`config.mk`:
```
export PLATFORM = sky130hd
export DESIGN_NAME = complement_protected_byte_store
export DESIGN_NICKNAME = d
export VERILOG_FILES = /design/src/rtl/core/cps_pkg.sv /design/src/rtl/core/cps_pair_mem.sv /design/src/rtl/core/complement_protected_byte_store.sv
export SDC_FILE = /design/constraint.sdc
export NUM_CORES = 2
export LEC_CHECK = 0
export BUFFER_PORTS_ARGS = -buffer_cell sky130_fd_sc_hd__buf_2
export CAP_MARGIN = 5
export CORE_MARGIN = 1.5
export CORE_UTILIZATION = 60
export DETAILED_ROUTE_END_ITERATION = 7
export PLACE_DENSITY = 0.76
export REMOVE_ABC_BUFFERS = 1
export SYNTH_ARGS = -nofsm -noshare
export SYNTH_HDL_FRONTEND = slang
export SYNTH_SLANG_ARGS = --single-unit
```
`constraint.sdc`:
```
create_clock -name clk -period 8.3 [get_ports clk]
set_clock_uncertainty 0.2 [all_clocks]
set_input_delay 1.245 -clock clk [delete_from_list [all_inputs] [get_ports clk]]
set_output_delay 1.245 -clock clk [all_outputs]
set_load 0.005 [all_outputs]
```
`src/rtl/core/cps_pkg.sv`:
```
// Shared types and constants for the complement protected byte store.
`default_nettype none

package cps_pkg;

  // Number of bytes in the store and the address width that follows from it.
  localparam int DATA_BYTES = 128;
  localparam int ADDR_W     = $clog2(DATA_BYTES);

  // Per-transaction status codes.
  typedef enum logic [1:0] {
    ST_SUCCESS   = 2'd0,
    ST_BAD_RANGE = 2'd1,
    ST_MISMATCH  = 2'd2
  } cps_status_t;

  // Command transaction: one byte of a transfer.
  typedef struct packed {
    logic       mode;
    logic [6:0] start_address;
    logic [7:0] transfer_length;
    logic [7:0] write_data;
  } cps_cmd_t;

  // Result transaction: one per command.
  typedef struct packed {
    cps_status_t status;
    logic [7:0]  read_data;
    logic [15:0] complement_errors;
    logic        transfer_last;
  } cps_result_t;

  // Request from the control pipeline to the pair memory.
  typedef struct packed {
    logic              rd_en;
    logic [ADDR_W-1:0] rd_addr;
    logic              wr_en;
    logic [ADDR_W-1:0] wr_addr;
    logic [15:0]       wr_word;
  } cps_mem_req_t;

  localparam logic MODE_WRITE = 1'b1;

endpackage

`default_nettype wire

```
`src/rtl/core/cps_pair_mem.sv`:
```
// Data/complement pair memory with erased-state tracking and write forwarding.
`default_nettype none

module cps_pair_mem (
  input  wire logic                 clk,
  input  wire logic                 rst,
  input  wire cps_pkg::cps_mem_req_t req,
  output logic [15:0]               rd_word
);

  logic [15:0]                      mem [cps_pkg::DATA_BYTES];
  logic [cps_pkg::DATA_BYTES-1:0]   written;
  logic [15:0]                      mem_q;
  logic                             valid_q;
  logic                             fwd_hit;
  logic [15:0]                      fwd_word;

  always_ff @(posedge clk) begin
    if (req.wr_en) begin
      mem[req.wr_addr] <= req.wr_word;
    end
    if (req.rd_en) begin
      mem_q    <= mem[req.rd_addr];
      fwd_word <= req.wr_word;
    end
  end

  // A byte never written since reset reads as erased (all ones).
  always_ff @(posedge clk) begin
    if (rst) begin
      written <= '0;
      valid_q <= 1'b0;
      fwd_hit <= 1'b0;
    end else begin
      if (req.wr_en) begin
        written[req.wr_addr] <= 1'b1;
      end
      if (req.rd_en) begin
        valid_q <= written[req.rd_addr];
        fwd_hit <= req.wr_en && (req.wr_addr == req.rd_addr);
      end
    end
  end

  assign rd_word = fwd_hit ? fwd_word : (valid_q ? mem_q : 16'hFFFF);

endmodule

`default_nettype wire

```
`src/rtl/core/complement_protected_byte_store.sv`:
```
// Top level of the complement protected byte store.
// Results: an accepted command passes through the stage-one register and then the
// result register, which holds while its result is not taken and so stalls stage one.
// Throughput: one transaction per cycle while results drain. The pair memory has one
// read and one write port, so a new read shares a cycle with the last write-back.
// Reset (synchronous): every byte reads as erased through 128 written flags,
// so no clearing pass is needed; offset, status and error count return to zero.
`default_nettype none

module complement_protected_byte_store (
  input  wire logic                 clk,
  input  wire logic                 rst,
  input  wire logic                 cmd_valid,
  output logic                      cmd_ready,
  input  wire cps_pkg::cps_cmd_t    cmd,
  output logic                      result_valid,
  input  wire logic                 result_ready,
  output cps_pkg::cps_result_t      result
);

  // Stage one holds an accepted command while its memory read completes.
  logic                  s1_valid;
  cps_pkg::cps_cmd_t     s1_cmd;
  logic [cps_pkg::ADDR_W-1:0] s1_addr;
  logic                  s1_bad;
  logic                  s1_last;

  // Transfer tracking. The offset runs at accept time since it depends only
  // on the command fields; the sticky status is resolved in stage two.
  logic [7:0]            offset;
  cps_pkg::cps_status_t  transfer_status;
  logic [15:0]           mismatch_count;

  logic                  cmd_fire;
  logic                  s1_advance;
  logic [8:0]            addr_full;
  logic [8:0]            range_end;
  logic                  range_bad;
  logic                  is_last;

  cps_pkg::cps_mem_req_t mem_req;
  logic [15:0]           rd_word;

  cps_pkg::cps_status_t  st_next;
  logic [7:0]            rd_byte;
  logic [15:0]           count_next;
  logic                  do_write;

  // Stage one may move into the result register when it is empty or drained.
  assign s1_advance = s1_valid && (!result_valid || result_ready);
  assign cmd_ready  = !s1_valid || s1_advance;
  assign cmd_fire   = cmd_valid && cmd_ready;

  assign addr_full = {2'b00, cmd.start_address} + {1'b0, offset};
  assign range_end = {2'b00, cmd.start_address} + {1'b0, cmd.transfer_length};
  assign range_bad = (cmd.transfer_length == 8'd0)
                  || (range_end > 9'(cps_pkg::DATA_BYTES))
                  || (addr_full >= 9'(cps_pkg::DATA_BYTES));
  assign is_last   = ({1'b0, offset} + 9'd1) >= {1'b0, cmd.transfer_length};

  always_ff @(posedge clk) begin
    if (rst) begin
      s1_valid <= 1'b0;
      offset   <= '0;
    end else begin
      if (cmd_fire) begin
        s1_valid <= 1'b1;
        offset   <= is_last ? 8'd0 : offset + 8'd1;
      end else if (s1_advance) begin
        s1_valid <= 1'b0;
      end
    end
  end

  always_ff @(posedge clk) begin
    if (cmd_fire) begin
      s1_cmd  <= cmd;
      s1_addr <= addr_full[cps_pkg::ADDR_W-1:0];
      s1_bad  <= range_bad;
      s1_last <= is_last;
    end
  end

  // Stage two: apply the sticky status, check the pair or store a new one.
  always_comb begin
    st_next    = transfer_status;
    rd_byte    = 8'd0;
    count_next = mismatch_count;
    do_write   = 1'b0;
    if (transfer_status == cps_pkg::ST_SUCCESS) begin
      if (s1_bad) begin
        st_next = cps_pkg::ST_BAD_RANGE;
      end else if (s1_cmd.mode == cps_pkg::MODE_WRITE) begin
        do_write = 1'b1;
      end else if (rd_word[7:0] != ~rd_word[15:8]) begin
        st_next = cps_pkg::ST_MISMATCH;
        if (mismatch_count != 16'hFFFF) begin
          count_next = mismatch_count + 16'd1;
        end
      end else begin
        rd_byte = rd_word[7:0];
      end
    end
  end

  // A new read and the write-back of the previous command can hit the same
  // byte in one cycle; the memory forwards the write word in that case.
  always_comb begin
    mem_req.rd_en   = cmd_fire;
    mem_req.rd_addr = addr_full[cps_pkg::ADDR_W-1:0];
    mem_req.wr_en   = s1_advance && do_write;
    mem_req.wr_addr = s1_addr;
    mem_req.wr_word = {~s1_cmd.write_data, s1_cmd.write_data};
  end

  cps_pair_mem u_pair_mem (
    .clk     (clk),
    .rst     (rst),
    .req     (mem_req),
    .rd_word (rd_word)
  );

  always_ff @(posedge clk) begin
    if (rst) begin
      transfer_status <= cps_pkg::ST_SUCCESS;
      mismatch_count  <= '0;
      result_valid    <= 1'b0;
    end else begin
      if (s1_advance) begin
        transfer_status <= s1_last ? cps_pkg::ST_SUCCESS : st_next;
        mismatch_count  <= count_next;
        result_valid    <= 1'b1;
      end else if (result_ready) begin
        result_valid <= 1'b0;
      end
    end
  end

  always_ff @(posedge clk) begin
    if (s1_advance) begin
      result.status            <= st_next;
      result.read_data         <= (st_next == cps_pkg::ST_SUCCESS) ? rd_byte : 8'd0;
      result.complement_errors <= count_next;
      result.transfer_last     <= s1_last;
    end
  end

  // A failed transaction never returns data.
  a_no_data_on_error: assert property (@(posedge clk) disable iff (rst)
    result_valid && (result.status != cps_pkg::ST_SUCCESS) |-> result.read_data == 8'd0)
    else $error("data returned with a failing status");

  // The error count never goes backward.
  a_count_monotonic: assert property (@(posedge clk) disable iff (rst)
    1'b1 |=> mismatch_count >= $past(mismatch_count))
    else $error("complement error count decreased");

  // A memory write only comes from a command that is leaving stage one.
  a_write_from_stage: assert property (@(posedge clk) disable iff (rst)
    mem_req.wr_en |-> s1_valid && (!result_valid || result_ready))
    else $error("memory write without an advancing command");

  // The sticky status is clear whenever a transfer has just ended.
  a_status_cleared: assert property (@(posedge clk) disable iff (rst)
    s1_advance && s1_last |=> transfer_status == cps_pkg::ST_SUCCESS)
    else $error("transfer status survived the last transaction");

endmodule

`default_nettype wire
```
# Yosys cells after proc, flatten, opt, wreduce, memory -nomap -nowiden
# Memories as Yosys holds them, arrays and structs flattened. A register that Yosys moved wholly into a read port is not among the register bits.
# Cells that the tools add are included.
[word_totals]
input_bits = 28
reg_bits = 219
out_inout_bits = 29
memories = 1
word_cells = 81
ramBits = 2048
[classes]
reduce_logical = 17
n_eq_ne = 3
mux = 26
n_bitwise = 5
n_lt_le_gt_ge = 6
add_sub_neg = 5
[mem_list]
columns = ["name", "words", "width", "read_ports", "rd_ports_with_merged_regs", "write_ports", "line", "source"]
rows = [
  ["u_pair_mem.mem", 128, 16, 1, 1, 1, "cps_pair_mem.sv:11", "logic [15:0] mem [cps_pkg::DATA_BYTES];"],
]
[ops]
columns = ["operator", "n"]
rows = [
  ["$or 128x128->128", 1],
  ["$mux 16", 7],
  ["$add 7x8->9", 2],
  ["$add 16x1->16 const B", 1],
  ["$lt 7x8->1 const B", 2],
  ["$ne 16x16->1 const B", 1],
  ["$not 8->8", 2],
  ["$mux 1", 11],
  ["$mux 2", 5],
  ["$add 8x1->9 const B", 1],
  ["$ge 9x8->1", 1],
  ["$ge 9x8->1 const B", 1],
  ["$gt 9x8->1 const B", 1],
  ["$add 8x1->8 const B", 1],
  ["$logic_not 8->1", 1],
  ["$mux 8", 1],
  ["$ne 8x8->1", 1],
  ["$bmux 1 s7", 1],
  ["$demux 1 s7", 1],
  ["$eq 7x7->1", 1],
  ["$ge 7x1->1 const B", 1],
  ["$logic_and 1x1->1", 5],
  ["$reduce_or 5->1", 1],
  ["$logic_not 2->1", 2],
  ["4 further kinds", 10],
]

# Logic depth before layout (Yosys ltp)
[logic_depth]
depth_word = 11
depth_mapped = 11
depth_no_buf = 10

# Modules after synthesis
# A second synthesis with hierarchy kept.
[hier_totals]
hier_cells = 4409
hier_area_um2 = 88237.1
[modules_own_cells]
columns = ["module", "seq_area_each_um2", "n_inst", "cells_each", "area_per_inst_um2"]
rows = [
  ["cps_pair_mem", 65062.4, 1, 4030, 84240.8],
  ["complement_protected_byte_store", 1911.8, 1, 379, 3996.3],
]

# Worst setup path before layout
# No wires, ideal clock.
[synth_timing]
kind = "input to register"
start = "input port cmd[16] (netlist name)"
end = "register u_pair_mem.mem_q[0] (read register of u_pair_mem.mem) (data pin)"
path_stages = 10
n_path_buf = 4
path_slack_ps = 3844
setup_ps = 263
required_ps = 7837
arrival_time_ps = 3992
path_cell_list = "ha_1 -> fa_1 -> clkbuf_1 -> clkbuf_1 -> buf_2 -> buf_1 -> mux4_2 -> mux4_2 -> a211oi_1 -> nor4_1"
[synth_between]
elab_chain_cells = 1
[synth_rtl]
columns = ["element", "line", "source"]
rows = [
  ["start: declaration", "complement_protected_byte_store.sv:15", "input wire cps_pkg::cps_cmd_t cmd,"],
  ["$add 7x8->9", "complement_protected_byte_store.sv:54", "assign addr_full = {2'b00, cmd.start_address} + {1'b0, offset};"],
  ["via addr_full[1]", "complement_protected_byte_store.sv:36", "logic [8:0] addr_full;"],
  ["end: declaration", "cps_pair_mem.sv:13", "logic [15:0] mem_q;"],
]
# The timed path passes the listed nets, and every way through them passes these cells.
# A chain may end at the register's enable or synchronous reset.

# Worst setup path in the final report
[layout_timing]
start = "input port cmd[16] (netlist name)"
end = "register u_pair_mem.mem_q[11] (read register of u_pair_mem.mem) (data pin)"
# Same word-level chain as after synthesis.

==> qor.txt <==
Hold path start: u_pair_mem.written[110]$_SDFFE_PP0P_
Max_slew headroom: 16.9%
Run status: finished clean
I/O pin cnt: 57
CTS Buf Count: 213
EDFF count, synth: 2125
Initial Util: 60.6%
Req. time, crit path: 8.66 ns
Floorplan core area: 0.146 mm2
Die Width: 387 um
Mapped Area: 0.0887 mm2
CP Class: input port to flip-flop
Reg-to-reg startpoint: offset[0]$_SDFFE_PP0P_
Number of port buffers: 56
Clk_lat worst skew: 0.86 ns
Vias per Instance: 6.95
Sw frac: 22.7%
Placer congestion estimate: 0.857
Die Y: 387 um
Avg Inst Size Synth: 21.3 um2
Setup crit start: cmd[16]
H-tree depth: 4
Core Rows: 140
Gate power share: 10.0%
CP Data Arrival Time: 6.15 ns
Hold path cells: 2
Wire length per cell: 34.3 um
Count of cell types in the netlist: 57
Seq pwr share: 50.2%
Detailed-route via count: 45400
Total negative slack: 0 ns
RSZ-0062 raised after global routing: false
Power Internal: 19.5 mW
Syn Inst Count: 4169
Crit Path Max Fanout: 98
Reg2Reg Setup Slack: 2.60 ns
Die area: 0.150 mm2
Hold buffers post-CTS: 0
Crit Reg-Reg Endpoint: u_pair_mem.mem_q[11]$_DFFE_PP_
Power per cell area: 254 mW/mm2
Main synth FF type: edfxtp_1
Clock Power Share: 39.8%
Clock tree sinks: 2283
Seq/Total Area, Yosys: 75.5%
First-pass GRT wire length: 321 mm
Pre-CTS setup slack: 1.96 ns
Power, Total: 25.3 mW
Hold Crit Class: flip-flop to flip-flop
Ratio of cells with drive above 1 in the final layout: 28.3%
Setup violators final: 0
Final Max Slew Viols: 0
Setup crit end kind: flip-flop
Initial DRC count: 6795
Post-route setup slack: 2.51 ns
Final Hold Vio Count: 0
GRT Total Usage: 30.1%
Hold Path End: u_pair_mem.written[110]$_SDFFE_PP0P_
Final min period: 5.79 ns
Largest net degree at the start of global routing: 101
HPWL after detailed placement: 119 mm
Worst-path clk slew: 0.06 ns
Peak supply drop: 0.255 mV
Max-Cap Viols: 0
CTS tree: yes
Startpoint type of the worst setup path: input port
WL final: 224 mm
Asr flop ratio synth: 0%
Synth-to-layout area growth: 12.1%
Reg2reg path depth: 9
Actual slew at the worst max-slew pin: 1.25 ns
Clock root cell: clkbuf_16
Remaining Overflow, GRT: 0
ANT nets after route: 0
Leakage: 31.7 nW
Max Fclk: 0.173 GHz
Yosys warns: 0
Drt pass-1 iters: 5
FF+latch count, synth: 2283
Clk buf depth: 3
Post-CTS Resized: 0
Vias in the first global route: 45100
# DRC: 0
Post-CTS Setup Inserts: 0
Initial antenna violation count: 6
Final nets: 4474
Fin crit share: 69.8%
Switching power: 5.74 mW
cell usage after synthesis (3+ instances only):
library cell	instances	share of area [%]
a211oi_1	67	0.57
a21o_1	7	0.059
a21oi_1	151	0.85
and2_1	11	0.078
and3_1	80	0.56
buf_1	22	0.093
buf_2	73	0.41
buf_4	13	0.11
buf_6	11	0.14
clkbuf_1	121	0.51
dfxtp_1	158	3.6
edfxtp_1	2125	72
ha_1	24	0.34
inv_1	27	0.11
mux2_2	3	0.038
mux2i_1	5	0.056
mux4_2	677	17
nand2_1	62	0.26
nand2b_1	8	0.056
nand3_1	27	0.15
nand3b_1	5	0.042
nand4_1	14	0.099
nor2_1	302	1.3
nor2b_1	14	0.099
nor3_1	15	0.085
nor4_1	20	0.14
o211ai_1	5	0.042
o21ai_0	12	0.068
o221ai_1	3	0.030
o22ai_1	8	0.056
or2_2	7	0.049
or3_1	5	0.035
or4_1	3	0.025
xnor2_1	23	0.23
xor2_1	30	0.30
final cells by class:
class | count | area, um2
multi-input combinational | 1618 | 20600
fill | 8586 | 46800
sequential | 2283 | 67000
timing repair buffer | 276 | 2120
tap | 1917 | 2400
inverter | 28 | 125
clock inverter | 141 | 1580
antenna | 2 | 5.00
clock buffer | 261 | 5670
worst max path at each step:
stage | depth (start not counted) | to
after floorplan | 1 | s1_addr[0]$_DFFE_PP_
after global placement | 10 | u_pair_mem.mem_q[12]$_DFFE_PP_
after detailed placement | 10 | u_pair_mem.mem_q[11]$_DFFE_PP_
after CTS | 10 | u_pair_mem.mem_q[13]$_DFFE_PP_
after global routing | 10 | u_pair_mem.mem_q[11]$_DFFE_PP_
final | 10 | u_pair_mem.mem_q[11]$_DFFE_PP_
worst max-delay path, stage by stage:
cell and delay (ns):
buf_2 0.14, ha_4 0.17, fa_4 1.17, buf_12 0.48, buf_4 0.58, mux4_2 0.40, mux4_2 0.48, and3_1 0.19
a211oi_1 0.92, nor4_1 0.13
flip-flops by register name, indices dropped and copies added (netlist names):
register	count
u_pair_mem.fwd_word	16
u_pair_mem.fwd_hit	1
u_pair_mem.valid_q	1
u_pair_mem.mem_q	16
result	27
transfer_status	2
s1_bad	1
offset	8
s1_cmd	1
mismatch_count	16
u_pair_mem.mem	2048
u_pair_mem.written	128
s1_valid	1
result_valid	1
s1_last	1
s1_addr	7
mem_req	8
logic make-up after synthesis:
group	count (synthesis)	synth area share (%)
adders and majority gates	26	0.384
AOI/OAI and AO/OA	270	1.83
DFF	2283	75.5
buffers and inverters	268	1.39
muxes	685	17.3
xor gates and xnor gates	55	0.560
and+or+nand+nor	582	3.05
per-stage QoR:
stage	cell area [um2]	hold slack, ns	util [%]	cells
after CTS	99400	0.266	68.0	6524
final	99400	0.262	68.0	6526
after detailed placement	92200	0.251	63.0	6122
after floorplan	87600	0.228	-	3929
after global routing	99400	0.292	68.0	6524
after global placement	92200	0.242	63.0	6122
placed cells by master (no fill, tap or decap), types with 9 or more instances in the layout:
cell type	n
a211oi_1	66
a21oi_1	151
and2_1	9
and3_1	80
buf_12	15
buf_2	55
buf_4	206
bufinv_16	29
clkbuf_1	39
clkbuf_16	219
clkinv_1	47
clkinv_2	39
clkinvlp_4	12
dfxtp_1	158
edfxtp_1	2125
ha_1	23
inv_1	19
mux4_2	677
nand2_1	61
nand3_1	27
nand4_1	14
nor2_1	301
nor2b_1	14
nor3_1	14
nor4_1	20
o21ai_0	11
xnor2_1	23
xor2_1	30
power by group through the flow:
stage / Sequential [mW] / Clock, mW / Combinational, mW
floorplan: 12.9 / 0 / 3.16
finish: 12.7 / 10.1 / 2.52
detailed placement: 12.9 / 0 / 2.48
CTS: 12.7 / 10.1 / 2.52
global placement: 12.9 / 0 / 2.45
global route: 12.7 / 10.5 / 2.62
metal layers:
layer	wire length, um	part of all wire, %	GRT usage, %
met4	9060	4.1	11.7
met2	107000	48	47.1
met1	80200	36	41.5
met5	13	0.0058	0
met3	26900	12	7.61
Note: power is estimated with default switching activity, not from simulation.
